[src/design/rmts_pkg.sv]
// Shared types and constants for the rate-monotonic tick scheduler.
package rmts_pkg;

  // Widths of the fixed port fields.
  localparam int unsigned OP_W     = 2;
  localparam int unsigned SLOT_W   = 3;
  localparam int unsigned FIELD_W  = 16;
  localparam int unsigned IDENT_W  = 8;

  // Command codes carried by an input word.
  typedef enum logic [OP_W-1:0] {
    OP_LOAD    = 2'd0,
    OP_TICK    = 2'd1,
    OP_RESTART = 2'd2,
    OP_NONE    = 2'd3
  } op_e;

  // Controller states.
  typedef enum logic [1:0] {
    ST_IDLE,
    ST_SCAN,
    ST_DRAIN,
    ST_COMMIT
  } state_e;

  // Commands from the controller to the datapath.
  typedef struct packed {
    logic load;
    logic restart;
    logic scan_start;
    logic issue;
    logic commit;
  } ctrl_cmd_t;

  // Status from the datapath to the controller.
  typedef struct packed {
    logic last_idx;
  } ctrl_sts_t;

endpackage

[src/design/rmts_ctrl.sv]
// Controller state machine of the rate-monotonic tick scheduler.
module rmts_ctrl (
  input  logic               clk_i,
  input  logic               rst_ni,
  input  logic               start,
  input  rmts_pkg::op_e      op_i,
  input  rmts_pkg::ctrl_sts_t sts_i,
  output rmts_pkg::ctrl_cmd_t cmd_o,
  output logic               busy
);
  import rmts_pkg::*;

  state_e state_q, state_d;

  always_ff @(posedge clk_i or negedge rst_ni) begin
    if (!rst_ni) begin
      state_q <= ST_IDLE;
    end else begin
      state_q <= state_d;
    end
  end

  // Next state.
  always_comb begin
    state_d = state_q;
    unique case (state_q)
      ST_IDLE: begin
        if (start && op_i == OP_TICK) begin
          state_d = ST_SCAN;
        end
      end
      ST_SCAN: begin
        if (sts_i.last_idx) begin
          state_d = ST_DRAIN;
        end
      end
      ST_DRAIN:  state_d = ST_COMMIT;
      ST_COMMIT: state_d = ST_IDLE;
      default:   state_d = ST_IDLE;
    endcase
  end

  // Outputs.
  always_comb begin
    cmd_o = '0;
    busy  = 1'b1;
    unique case (state_q)
      ST_IDLE: begin
        busy = 1'b0;
        if (start) begin
          cmd_o.load       = (op_i == OP_LOAD);
          cmd_o.restart    = (op_i == OP_RESTART);
          cmd_o.scan_start = (op_i == OP_TICK);
        end
      end
      ST_SCAN:   cmd_o.issue  = 1'b1;
      ST_DRAIN:  cmd_o.commit = 1'b0;
      ST_COMMIT: cmd_o.commit = 1'b1;
      default:   busy = 1'b0;
    endcase
  end

endmodule

[src/design/rmts_datapath.sv]
// Slot tables, scan pipeline and priority pick of the tick scheduler.
module rmts_datapath #(
  parameter int unsigned MAX_TASKS = 8,
  parameter int unsigned TIME_BITS = 16
) (
  input  logic                          clk_i,
  input  logic                          rst_ni,
  input  rmts_pkg::ctrl_cmd_t           cmd_i,
  output rmts_pkg::ctrl_sts_t           sts_o,
  input  logic [rmts_pkg::SLOT_W-1:0]   slot_i,
  input  logic [rmts_pkg::FIELD_W-1:0]  period_i,
  input  logic [rmts_pkg::FIELD_W-1:0]  budget_i,
  input  logic [rmts_pkg::IDENT_W-1:0]  task_ident_i,
  input  logic                          enable_i,
  output logic                          result_valid_o,
  output logic [rmts_pkg::IDENT_W-1:0]  running_ident_o,
  output logic                          idle_o,
  output logic [rmts_pkg::SLOT_W-1:0]   running_slot_o
);
  import rmts_pkg::*;

  localparam int unsigned IDX_W = (MAX_TASKS > 1) ? $clog2(MAX_TASKS) : 1;

  // Slot tables: static fields written by load, dynamic ones by the scan and commit.
  logic [TIME_BITS-1:0] period_mem [MAX_TASKS];
  logic [TIME_BITS-1:0] budget_mem [MAX_TASKS];
  logic [IDENT_W-1:0]   ident_mem  [MAX_TASKS];
  logic [TIME_BITS-1:0] rem_mem    [MAX_TASKS];
  logic [TIME_BITS-1:0] phase_mem  [MAX_TASKS];

  // Per-slot flags: enabled, and phase forced to zero by load or restart.
  logic [MAX_TASKS-1:0] valid_q, valid_d;
  logic [MAX_TASKS-1:0] fresh_q, fresh_d;

  logic [IDX_W-1:0]     rd_idx_q, proc_idx_q;
  logic                 proc_vld_q;
  logic [TIME_BITS-1:0] rd_period_q, rd_budget_q, rd_rem_q, rd_phase_q;
  logic [IDENT_W-1:0]   rd_ident_q;

  logic                 best_found_q;
  logic [IDX_W-1:0]     best_idx_q;
  logic [TIME_BITS-1:0] best_period_q, best_rem_q, best_phase_q;
  logic [IDENT_W-1:0]   best_ident_q;

  logic                 res_valid_q;
  logic [IDENT_W-1:0]   res_ident_q;
  logic                 res_idle_q;
  logic [SLOT_W-1:0]    res_slot_q;

  logic                 ld_ok;
  logic [IDX_W-1:0]     ld_idx;
  logic [TIME_BITS-1:0] cur_phase, cur_rem, next_phase;
  logic [TIME_BITS:0]   phase_inc;
  logic                 slot_live, take;
  logic                 wb_en;
  logic [IDX_W-1:0]     wb_idx;
  logic [TIME_BITS-1:0] wb_rem, wb_phase;

  assign ld_ok  = cmd_i.load && (int'(slot_i) < int'(MAX_TASKS));
  assign ld_idx = IDX_W'(slot_i);

  assign sts_o.last_idx = (rd_idx_q == IDX_W'(MAX_TASKS - 1));

  // Evaluate the slot read in the previous cycle.
  always_comb begin
    cur_phase  = fresh_q[proc_idx_q] ? '0 : rd_phase_q;
    cur_rem    = (cur_phase == '0) ? rd_budget_q : rd_rem_q;
    phase_inc  = {1'b0, cur_phase} + (TIME_BITS+1)'(1);
    next_phase = (phase_inc >= {1'b0, rd_period_q}) ? '0 : phase_inc[TIME_BITS-1:0];
    slot_live  = proc_vld_q && valid_q[proc_idx_q];
    take       = slot_live && (cur_rem != '0) &&
                 (!best_found_q || (rd_period_q < best_period_q));
  end

  // Write back either the scanned slot or the decremented winner.
  always_comb begin
    if (cmd_i.commit) begin
      wb_en    = best_found_q;
      wb_idx   = best_idx_q;
      wb_rem   = best_rem_q - TIME_BITS'(1);
      wb_phase = best_phase_q;
    end else begin
      wb_en    = slot_live;
      wb_idx   = proc_idx_q;
      wb_rem   = cur_rem;
      wb_phase = next_phase;
    end
  end

  always_comb begin
    valid_d = valid_q;
    fresh_d = fresh_q;
    if (ld_ok) begin
      valid_d[ld_idx] = enable_i;
      fresh_d[ld_idx] = 1'b1;
    end
    if (cmd_i.restart) begin
      fresh_d = '1;
    end
    if (slot_live) begin
      fresh_d[proc_idx_q] = 1'b0;
    end
  end

  // Static table: write on load, read along the scan.
  always_ff @(posedge clk_i) begin
    if (ld_ok) begin
      period_mem[ld_idx] <= TIME_BITS'(period_i);
      budget_mem[ld_idx] <= TIME_BITS'(budget_i);
      ident_mem[ld_idx]  <= task_ident_i;
    end
    if (cmd_i.issue) begin
      rd_period_q <= period_mem[rd_idx_q];
      rd_budget_q <= budget_mem[rd_idx_q];
      rd_ident_q  <= ident_mem[rd_idx_q];
    end
  end

  // Dynamic table: remaining budget and phase.
  always_ff @(posedge clk_i) begin
    if (wb_en) begin
      rem_mem[wb_idx]   <= wb_rem;
      phase_mem[wb_idx] <= wb_phase;
    end
    if (cmd_i.issue) begin
      rd_rem_q   <= rem_mem[rd_idx_q];
      rd_phase_q <= phase_mem[rd_idx_q];
    end
  end

  always_ff @(posedge clk_i or negedge rst_ni) begin
    if (!rst_ni) begin
      valid_q      <= '0;
      fresh_q      <= '1;
      rd_idx_q     <= '0;
      proc_idx_q   <= '0;
      proc_vld_q   <= 1'b0;
      best_found_q <= 1'b0;
      res_valid_q  <= 1'b0;
    end else begin
      valid_q    <= valid_d;
      fresh_q    <= fresh_d;
      proc_vld_q <= cmd_i.issue;
      if (cmd_i.scan_start) begin
        rd_idx_q <= '0;
      end else if (cmd_i.issue) begin
        rd_idx_q   <= rd_idx_q + IDX_W'(1);
        proc_idx_q <= rd_idx_q;
      end
      if (cmd_i.scan_start) begin
        best_found_q <= 1'b0;
      end else if (take) begin
        best_found_q <= 1'b1;
      end
      res_valid_q <= cmd_i.commit;
    end
  end

  // Winner payload and result word.
  always_ff @(posedge clk_i) begin
    if (take) begin
      best_idx_q    <= proc_idx_q;
      best_period_q <= rd_period_q;
      best_rem_q    <= cur_rem;
      best_phase_q  <= next_phase;
      best_ident_q  <= rd_ident_q;
    end
    if (cmd_i.commit) begin
      res_ident_q <= best_found_q ? best_ident_q : '0;
      res_idle_q  <= !best_found_q;
      res_slot_q  <= best_found_q ? SLOT_W'(best_idx_q) : '0;
    end
  end

  assign result_valid_o  = res_valid_q;
  assign running_ident_o = res_ident_q;
  assign idle_o          = res_idle_q;
  assign running_slot_o  = res_slot_q;

endmodule

[src/design/rate_monotonic_tick_scheduler_top.sv]
// Top level of the rate-monotonic tick scheduler.
//
// Rate-monotonic tick scheduler over MAX_TASKS periodic task slots. A word
// is taken when start is high and busy is low. A load word (op 0) writes one
// slot's period, budget, identifier and enable bit and restarts that slot's
// phase; a slot number at or above MAX_TASKS is dropped. A restart word
// (op 2) returns every phase to time zero. Op 3 is ignored. A tick word
// (op 1) keeps busy high while the controller walks the slot tables one
// slot per cycle through a registered read port, reloading budgets at
// period boundaries, advancing phases and keeping the ready slot with the
// smallest period (lower slot on ties), then drains the read pipeline and
// charges the winner. The result word appears on the cycle after that, held
// for exactly one cycle with result_valid_o high; the receiver cannot stall
// it, and the next word may be taken in that same cycle. An idle tick
// reports idle_o 1 with identifier and slot zero. Load and restart words
// produce no result. Counters are TIME_BITS wide; period and budget are
// cut to that width.
module rate_monotonic_tick_scheduler_top #(
  parameter int unsigned MAX_TASKS = 8,
  parameter int unsigned TIME_BITS = 16
) (
  input  logic                          clk_i,
  input  logic                          rst_ni,
  input  logic                          start,
  output logic                          busy,
  input  logic [rmts_pkg::OP_W-1:0]     op_i,
  input  logic [rmts_pkg::SLOT_W-1:0]   slot_i,
  input  logic [rmts_pkg::FIELD_W-1:0]  period_i,
  input  logic [rmts_pkg::FIELD_W-1:0]  budget_i,
  input  logic [rmts_pkg::IDENT_W-1:0]  task_ident_i,
  input  logic                          enable_i,
  output logic                          result_valid_o,
  output logic [rmts_pkg::IDENT_W-1:0]  running_ident_o,
  output logic                          idle_o,
  output logic [rmts_pkg::SLOT_W-1:0]   running_slot_o
);
  import rmts_pkg::*;

  ctrl_cmd_t cmd;
  ctrl_sts_t sts;
  op_e       op;

  // Decode the command code; unused codes map onto the no-op member.
  always_comb begin
    unique case (op_i)
      OP_LOAD:    op = OP_LOAD;
      OP_TICK:    op = OP_TICK;
      OP_RESTART: op = OP_RESTART;
      default:    op = OP_NONE;
    endcase
  end

  // Sequence the scan: idle, walk slots, drain, charge winner.
  rmts_ctrl u_ctrl (
    .clk_i  (clk_i),
    .rst_ni (rst_ni),
    .start  (start),
    .op_i   (op),
    .sts_i  (sts),
    .cmd_o  (cmd),
    .busy   (busy)
  );

  // Hold slot tables, evaluate each slot and track the best candidate.
  rmts_datapath #(
    .MAX_TASKS (MAX_TASKS),
    .TIME_BITS (TIME_BITS)
  ) u_datapath (
    .clk_i           (clk_i),
    .rst_ni          (rst_ni),
    .cmd_i           (cmd),
    .sts_o           (sts),
    .slot_i          (slot_i),
    .period_i        (period_i),
    .budget_i        (budget_i),
    .task_ident_i    (task_ident_i),
    .enable_i        (enable_i),
    .result_valid_o  (result_valid_o),
    .running_ident_o (running_ident_o),
    .idle_o          (idle_o),
    .running_slot_o  (running_slot_o)
  );

endmodule

[config.mk]
export PLATFORM = sky130hd
export DESIGN_NAME = rate_monotonic_tick_scheduler_top
export DESIGN_NICKNAME = d
export VERILOG_FILES = /design/src/design/rmts_pkg.sv /design/src/design/rmts_ctrl.sv /design/src/design/rmts_datapath.sv /design/src/design/rate_monotonic_tick_scheduler_top.sv
export SDC_FILE = /design/constraint.sdc
export NUM_CORES = 1
export LEC_CHECK = 0
export BUFFER_PORTS_ARGS = -buffer_cell sky130_fd_sc_hd__buf_2
export CORE_ASPECT_RATIO = 0.75
export CORE_UTILIZATION = 55
export DETAILED_ROUTE_END_ITERATION = 8
export PLACE_DENSITY_LB_ADDON = 0.08
export SLEW_MARGIN = 20
export SYNTH_ARGS = -nofsm -noshare
export SYNTH_HDL_FRONTEND = slang
export SYNTH_SLANG_ARGS = --single-unit
[constraint.sdc]
create_clock -name clk_i -period 6.5 [get_ports clk_i]
set_input_delay 0.65 -clock clk_i [delete_from_list [all_inputs] [get_ports clk_i]]
set_output_delay 0.65 -clock clk_i [all_outputs]
set_load 0.01 [all_outputs]
Yosys cells after proc, flatten, opt, wreduce, memory -nomap -nowiden --
Memory sizes are Yosys's and may differ from the RTL's. A register that Yosys moved wholly into a read port is not among the register bits. Cells that the tools add are included.
Word-level totals: logic and storage cells 97, memories kept 5, flip-flop bits (word level) 98, bits in writable memories 576
Operators by class: $add $sub $neg 3, reduce and logical (&&, ||, !) cells 17, equality and inequality tests 10, multiplexer cells 36, $lt $le $gt $ge 6, bitwise gates (word level) 4
Memories:
- u_datapath.budget_mem | words 8, width 16, read ports 1, clocked after Yosys merged registers in 1, write ports 1, line rmts_datapath.sv:26 | logic [TIME_BITS-1:0] budget_mem [MAX_TASKS];
- u_datapath.period_mem | words 8, width 16, read ports 1, clocked after Yosys merged registers in 1, write ports 1, line rmts_datapath.sv:25 | logic [TIME_BITS-1:0] period_mem [MAX_TASKS];
- u_datapath.phase_mem | words 8, width 16, read ports 1, clocked after Yosys merged registers in 1, write ports 1, line rmts_datapath.sv:29 | logic [TIME_BITS-1:0] phase_mem [MAX_TASKS];
- u_datapath.rem_mem | words 8, width 16, read ports 1, clocked after Yosys merged registers in 1, write ports 1, line rmts_datapath.sv:28 | logic [TIME_BITS-1:0] rem_mem [MAX_TASKS];
- u_datapath.ident_mem | words 8, width 8, read ports 1, clocked after Yosys merged registers in 1, write ports 1, line rmts_datapath.sv:27 | logic [IDENT_W-1:0] ident_mem [MAX_TASKS];
Operators with widths (number):
- 16-bit 2-to-1 mux | 5
- 8-bit 2-to-1 mux | 3
- 16-bit by 1-bit adder with 17-bit output (second input constant) | 1
- 17-bit by 16-bit >= comparator with 1-bit output | 1
- 16-bit logical NOT | 1
- 16-bit less-than comparator | 1
- 16-bit nonzero test | 1
- 16-bit by 1-bit subtractor with 16-bit output (second input constant) | 1
- 3-bit 2-to-1 mux | 5
- 1-bit 2-to-1 mux | 14
- 8-bit bitwise AND | 1
- 8-bit bitwise mux | 1
- 2-bit == test (second input constant) | 4
- 3-bit by 4-bit less-than comparator with 1-bit output (second input constant) | 2
- 8-bit inverter | 1
- 8-bit bitwise OR | 1
- 2-bit case mux with 4 select lines | 1
- 1-bit binary-select mux with 3-bit select | 2
- 1-bit demux with 3-bit select | 2
- 2-bit by 1-bit == test with 1-bit output (second input constant) | 3
- 3-bit by 1-bit >= comparator with 1-bit output (second input constant) | 2
- 1-bit logical AND | 6
- 2-bit logical NOT | 3
- 2-bit case mux with 3 select lines | 1
- other kinds (10) | 13

Depth between registers and ports, before layout --
depth after elaboration 10, mapped depth 18, gate-level depth less buffers 16

Modules after synthesis --
A second synthesis with hierarchy kept.
Unflattened totals: cells, all modules 1472, area total of the unflattened synthesis 29569.6 µm²
Modules (own cells, without submodules):
- rmts_datapath | sequential area each 22226.3 µm², area an instance 29366.9 µm², cells each 1450, instances 1
- rmts_ctrl | sequential area each 50.0 µm², area an instance 195.2 µm², cells each 20, instances 1
- rate_monotonic_tick_scheduler_top | sequential area each 0.0 µm², area an instance 7.5 µm², cells each 2, instances 1

Worst setup path before layout --
No wires, ideal clock.
kind register to register, start register u_datapath.proc_idx_q[1], end register u_datapath.best_ident_q[0], enable pin, period minus slack after synthesis 5.099 ns, setup slack 1.401 ns, data arrival time 4.616 ns, data required time 6.017 ns, cell stages (with the launch flop) 9, setup time 0.483 ns, cell sequence dfrtp_1 -> mux4_1 -> mux2i_1 -> and2_1 -> inv_1 -> ha_1 -> o211ai_1 -> o211ai_1 -> nor2b_1
Between the ends: cells in the longest elaborated chain, start to end 8
Ends and longest elaborated chain:
- start: declaration | line rmts_datapath.sv:35 | logic [IDX_W-1:0] rd_idx_q, proc_idx_q;
- start signal: assignment | line rmts_datapath.sv:148 | proc_idx_q <= rd_idx_q;
- 1-bit binary-select mux with 3-bit select | line rmts_datapath.sv:66 | cur_phase = fresh_q[proc_idx_q] ? '0 : rd_phase_q;
- 1-bit 2-to-1 mux (implied by the code) | line rmts_datapath.sv:66
- 16-bit 2-to-1 mux | line rmts_datapath.sv:66
- 16-bit logical NOT | line rmts_datapath.sv:67 | cur_rem = (cur_phase == '0) ? rd_budget_q : rd_rem_q;
- 16-bit 2-to-1 mux | line rmts_datapath.sv:67
- 16-bit nonzero test | line rmts_datapath.sv:71 | take = slot_live && (cur_rem != '0) &&
- 1-bit logical AND * (2 in a row) | line rmts_datapath.sv:71
- named net u_datapath.take | line rmts_datapath.sv:54 | logic slot_live, take;
- end signal: assignment | line rmts_datapath.sv:166 | best_ident_q <= rd_ident_q;
- end: declaration | line rmts_datapath.sv:43 | logic [IDENT_W-1:0] best_ident_q;
The timed path passes the listed nets; every way through them passes the cells marked *. The select of a mux whose other input is x is not followed. A chain may end at the register's enable or synchronous reset.

Final worst setup path --
start register u_datapath.proc_idx_q[1], end memory u_datapath.phase_mem[6][0], data pin
Between the ends: cells in the longest elaborated chain, start to end 7
Ends and longest elaborated chain:
- 1-bit binary-select mux with 3-bit select * | line rmts_datapath.sv:66
- 1-bit 2-to-1 mux (implied by the code) * | line rmts_datapath.sv:66
- 16-bit 2-to-1 mux * | line rmts_datapath.sv:66
- 16-bit by 1-bit adder with 17-bit output * | line rmts_datapath.sv:68 | phase_inc = {1'b0, cur_phase} + (TIME_BITS+1)'(1);
- 17-bit by 16-bit >= comparator with 1-bit output | line rmts_datapath.sv:69 | next_phase = (phase_inc >= {1'b0, rd_period_q}) ? '0 : phase_inc[TIME_BITS-1:0];
- 16-bit 2-to-1 mux * | line rmts_datapath.sv:69
- 16-bit 2-to-1 mux * | line rmts_datapath.sv:77 | if (cmd_i.commit) begin
- named net u_datapath.wb_phase[0] | line rmts_datapath.sv:57 | logic [TIME_BITS-1:0] wb_rem, wb_phase;
- end: declaration | line rmts_datapath.sv:29
Marked as above.

==> impl_metrics.sql <==
INSERT INTO impl_metrics (metric_group, metric, value, unit) VALUES
('finish', 'instances_no_fill', '2348', ''),
('route', 'ant_nets', '0', ''),
('synth', 'synthSimpleGateAreaFrac', '0.0339', ''),
('sta', 'maxSlewHeadroom', '0.287', ''),
('global_route', 'first_global_vias', '14700', ''),
('synth', 'synth-edff-count', '719', ''),
('sta', 'fmax', '168', 'MHz'),
('floorplanning', 'core_area', '53200', 'um2'),
('sta', 'tightest_slew', '1.07', 'ns'),
('min_path', 'hold_path.class', 'in -> async', ''),
('cts', 'cts.root.buffer_cell', 'sky130_fd_sc_hd__clkbuf_16', ''),
('cts', 'cts-resized-gates', '0', ''),
('placed_design', 'placed_cells', '2216', ''),
('route', 'route.detailed.drc', '0', ''),
('worst_setup_path', 'top_fanout_value_on_the_critical_path', '14', ''),
('worst_setup_path', 'startpoint_of_the_worst_register_to_register_path', 'u_datapath.proc_idx_q[1]', ''),
('synth', 'async_reset_ff_frac', '0.0362', ''),
('route', 'drt-wirelength-per-cell', '25.7', 'um'),
('worst_setup_path', 'worst_setup_path_start_kind', 'flop', ''),
('synth', 'synth_cell_types', '54', ''),
('sta', 'report.final.slew_viol_count', '0', ''),
('power_and_ir_drop', 'switching_share', '0.292', ''),
('synth', 'synth_top_family_by_area', 'multiplexers', ''),
('sta', 'final_min_period_over_clock_period', '0.914', ''),
('worst_setup_path', 'critical_path_class', 'reg -> reg', ''),
('sta', 'totalNegativeSetupSlack', '0', 'ns'),
('cts', 'cts_inserted_buffers', '71', ''),
('cts', 'h-tree-depth', '3', ''),
('synth', 'synth.yosys.seq_area_share', '0.750', ''),
('cts', 'clk_pin_slew_worst_setup_hold_paths', '0.06', 'ns'),
('worst_setup_path', 'cp_data_required_time', '6.76', 'ns'),
('power_and_ir_drop', 'power_frac_clock', '0.269', ''),
('floorplanning', 'floorplan.die.width', '270', 'um'),
('power_and_ir_drop', 'netSwitchingPower', '0.00443', 'W'),
('worst_setup_path', 'critPathCaptureType', 'flop', ''),
('cts', 'clkSinkCount', '746', ''),
('floorplanning', 'rows', '73', ''),
('route', 'via_count', '14100', ''),
('power_and_ir_drop', 'static-leakage-power', '11.0', 'nW'),
('global_route', 'grt_max_degree', '62', ''),
('placed_design', 'post_detailed_placement_half_perimeter_wirelength', '33900', 'um'),
('status', 'run_status', 'complete, no violations', ''),
('global_route', 'antenna_found_initial', '3', ''),
('floorplanning', 'fp.dieArea', '54900', 'um2'),
('cts', 'tritoncts', 'built', ''),
('finish', 'drive_gt1_frac', '0.301', ''),
('power_and_ir_drop', 'power_report.internal_total', '0.0107', 'W'),
('finish', 'areaGrowthSynthToFinish', '12.3', '%'),
('power_and_ir_drop', 'power.density_cell_area', '454', 'nW/um2'),
('synth', 'synth_adder_area_share', '0.0169', ''),
('synth', 'syn_area', '29700', 'um2'),
('synth', 'yosysWarnings', '0', ''),
('sta', 'fin_worst_skew', '0.0243', 'ns'),
('power_and_ir_drop', 'comb_power_share', '0.264', ''),
('synth', 'synth-seq-cells', '746', ''),
('power_and_ir_drop', 'power.share.sequential', '0.467', ''),
('global_route', 'grt_pass1_wl', '92000', 'um'),
('placed_design', 'port_buffers', '62', ''),
('route', 'drt_pass1_iterations', '4', ''),
('synth', 'synthesis.nets', '1565', ''),
('flow_run', 'max_cap_viol_count', '0', ''),
('floorplanning', 'i_o_pins', '63', ''),
('synth', 'syn_avg_cell_area', '20.1', 'um2'),
('cts', 'cts_setup_buffers', '0', ''),
('floorplanning', 'die_h', '203', 'um'),
('global_route', 'total_overflow_reported_by_the_global_router', '0', ''),
('cts', 'clk-insertion-delay-late', '0.62', 'ns'),
('power_and_ir_drop', 'peakVddDrop', '0.330', 'mV'),
('synth', 'post_synth_mux_area_share', '0.157', ''),
('global_route', 'globalRouteTotalUtil', '0.228', ''),
('worst_setup_path', 'worst-endpoint-arrival', '6.20', 'ns');
-- final timing paths --
path                                                to  cells past startpoint
setup / recovery            u_datapath.phase_mem[6][0]                     16
hold / removal                       u_ctrl.state_q[0]                      1
setup reg to reg            u_datapath.phase_mem[6][0]                     16
hold reg to reg             u_datapath.best_ident_q[2]                      0
max in group asynchronous       u_datapath.rd_idx_q[2]                      1
min in group clk_i         u_datapath.period_mem[2][6]                      1
-- routing by layer --
| metal | part of all wire | global-route usage | wire length [um] |
|---|---|---|---|
| met3 | 0.055 | 0.0504 | 3300 |
| met5 | 0 | 0 | 0 |
| met2 | 0.46 | 0.348 | 27700 |
| met1 | 0.47 | 0.341 | 28400 |
| met4 | 0.015 | 0.0494 | 911 |
-- state kept, by name, indices dropped and copies added, names as in the netlist, 64 cells and up --
name,cells
u_datapath.ident_mem,64
u_datapath.rem_mem,128
u_datapath.phase_mem,128
u_datapath.budget_mem,128
u_datapath.period_mem,128
-- logic make-up (layout without fill, tap and decap cells) --
| kind of cell | after synthesis | in the layout |
|---|---|---|
| and+or+nand+nor | 199 | 199 |
| xor gates and xnor gates | 20 | 20 |
| AOI/OAI and AO/OA | 90 | 90 |
| DFF | 746 | 746 |
| adders and majority gates | 40 | 40 |
| muxes | 266 | 266 |
| buffers and inverters | 115 | 272 |
| other | 0 | 3 |
-- stage by stage --
step	power, W	setup slack [ns]	hold slack (ns)	utilization	cell area, um2
after floorplan	0.00992	1.40	0.354	-	29700
after global placement	0.0111	0.885	0.404	0.584	31000
after detailed placement	0.0112	0.701	0.405	0.584	31000
after CTS	0.0153	0.663	0.0677	0.627	33300
after global routing	0.0158	0.164	0.105	0.627	33400
final	0.0151	0.559	0.0740	0.628	33400
-- synth_stat cells, types with 5 or more instances --
cell,number,area share
sky130_fd_sc_hd__mux2_4,7,0.0035
sky130_fd_sc_hd__nand2_1,47,0.0059
sky130_fd_sc_hd__xnor2_1,7,0.0021
sky130_fd_sc_hd__nand4_1,10,0.0021
sky130_fd_sc_hd__dfstp_2,8,0.0071
sky130_fd_sc_hd__a21oi_1,23,0.0039
sky130_fd_sc_hd__dfrtp_1,19,0.016
sky130_fd_sc_hd__nor2_1,47,0.0059
sky130_fd_sc_hd__buf_1,17,0.0021
sky130_fd_sc_hd__o21ai_0,15,0.0025
sky130_fd_sc_hd__mux2_2,106,0.040
sky130_fd_sc_hd__nor3_1,12,0.0020
sky130_fd_sc_hd__and2_1,11,0.0023
sky130_fd_sc_hd__o41ai_1,6,0.0018
sky130_fd_sc_hd__xor2_1,13,0.0038
sky130_fd_sc_hd__o31ai_1,14,0.0035
sky130_fd_sc_hd__or4_1,6,0.0015
sky130_fd_sc_hd__mux4_2,146,0.11
sky130_fd_sc_hd__nand2b_1,10,0.0021
sky130_fd_sc_hd__or3_1,5,0.0011
sky130_fd_sc_hd__nand3_1,18,0.0030
sky130_fd_sc_hd__clkbuf_1,44,0.0056
sky130_fd_sc_hd__ha_1,40,0.017
sky130_fd_sc_hd__inv_1,51,0.0064
sky130_fd_sc_hd__edfxtp_1,719,0.73
sky130_fd_sc_hd__mux2i_1,6,0.0020
sky130_fd_sc_hd__nor4_1,17,0.0036
-- cell type report --
type / count / area, um2
timing repair buffer: 92 / 561
tap: 712 / 891
clock buffer: 83 / 1860
antenna: 3 / 7.51
inverter: 51 / 191
clock inverter: 46 / 409
multi-input combinational: 615 / 7150
sequential: 746 / 22300
fill: 3729 / 19800
-- layout by cell type (no fill, tap or decap), types with 7 or more instances in the layout --
master and instances:
sky130_fd_sc_hd__edfxtp_1 719, sky130_fd_sc_hd__mux4_2 146, sky130_fd_sc_hd__mux2_2 106, sky130_fd_sc_hd__clkbuf_16 73, sky130_fd_sc_hd__buf_2 62, sky130_fd_sc_hd__inv_1 50
sky130_fd_sc_hd__nand2_1 47, sky130_fd_sc_hd__ha_1 38, sky130_fd_sc_hd__nor2_1 34, sky130_fd_sc_hd__buf_4 28, sky130_fd_sc_hd__a21oi_1 23, sky130_fd_sc_hd__nand3_1 18
sky130_fd_sc_hd__nor4_1 17, sky130_fd_sc_hd__clkinv_1 17, sky130_fd_sc_hd__dfrtp_1 16, sky130_fd_sc_hd__o21ai_0 15, sky130_fd_sc_hd__o31ai_1 14, sky130_fd_sc_hd__clkinv_2 14
sky130_fd_sc_hd__xor2_1 13, sky130_fd_sc_hd__nor2_4 13, sky130_fd_sc_hd__and2_1 11, sky130_fd_sc_hd__nand4_1 10, sky130_fd_sc_hd__nor3_1 10, sky130_fd_sc_hd__nand2b_1 10
sky130_fd_sc_hd__clkbuf_1 10, sky130_fd_sc_hd__dfstp_2 8, sky130_fd_sc_hd__mux2_4 7, sky130_fd_sc_hd__xnor2_1 7, sky130_fd_sc_hd__bufinv_16 7
-- power by group through the flow --
stage / combinational, W / clock [W] / sequential, W
4_1_cts: 0.00402 / 0.00416 / 0.00708
3_5_place_dp: 0.00399 / 0 / 0.00717
2_1_floorplan: 0.00311 / 0 / 0.00681
3_3_place_gp: 0.00392 / 0 / 0.00716
6_report: 0.00399 / 0.00407 / 0.00707
5_1_grt: 0.00437 / 0.00433 / 0.00713
-- worst max-delay path: stages, from the launching register on --
cell,delay (ns)
sky130_fd_sc_hd__dfrtp_1,0.65
sky130_fd_sc_hd__mux4_1,0.64
sky130_fd_sc_hd__mux2i_1,0.33
sky130_fd_sc_hd__nand2_1,0.13
sky130_fd_sc_hd__inv_1,0.14
sky130_fd_sc_hd__ha_1,0.24
sky130_fd_sc_hd__nand2_1,0.21
sky130_fd_sc_hd__nor2_1,0.22
sky130_fd_sc_hd__a21boi_0,0.12
sky130_fd_sc_hd__o21ai_0,0.40
sky130_fd_sc_hd__inv_1,0.09
sky130_fd_sc_hd__ha_1,0.33
sky130_fd_sc_hd__o21ai_0,0.09
sky130_fd_sc_hd__a21oi_1,0.12
sky130_fd_sc_hd__o311ai_2,0.27
sky130_fd_sc_hd__nand2_1,0.59
sky130_fd_sc_hd__o41ai_1,1.01
(Power assumes the default switching activity.)
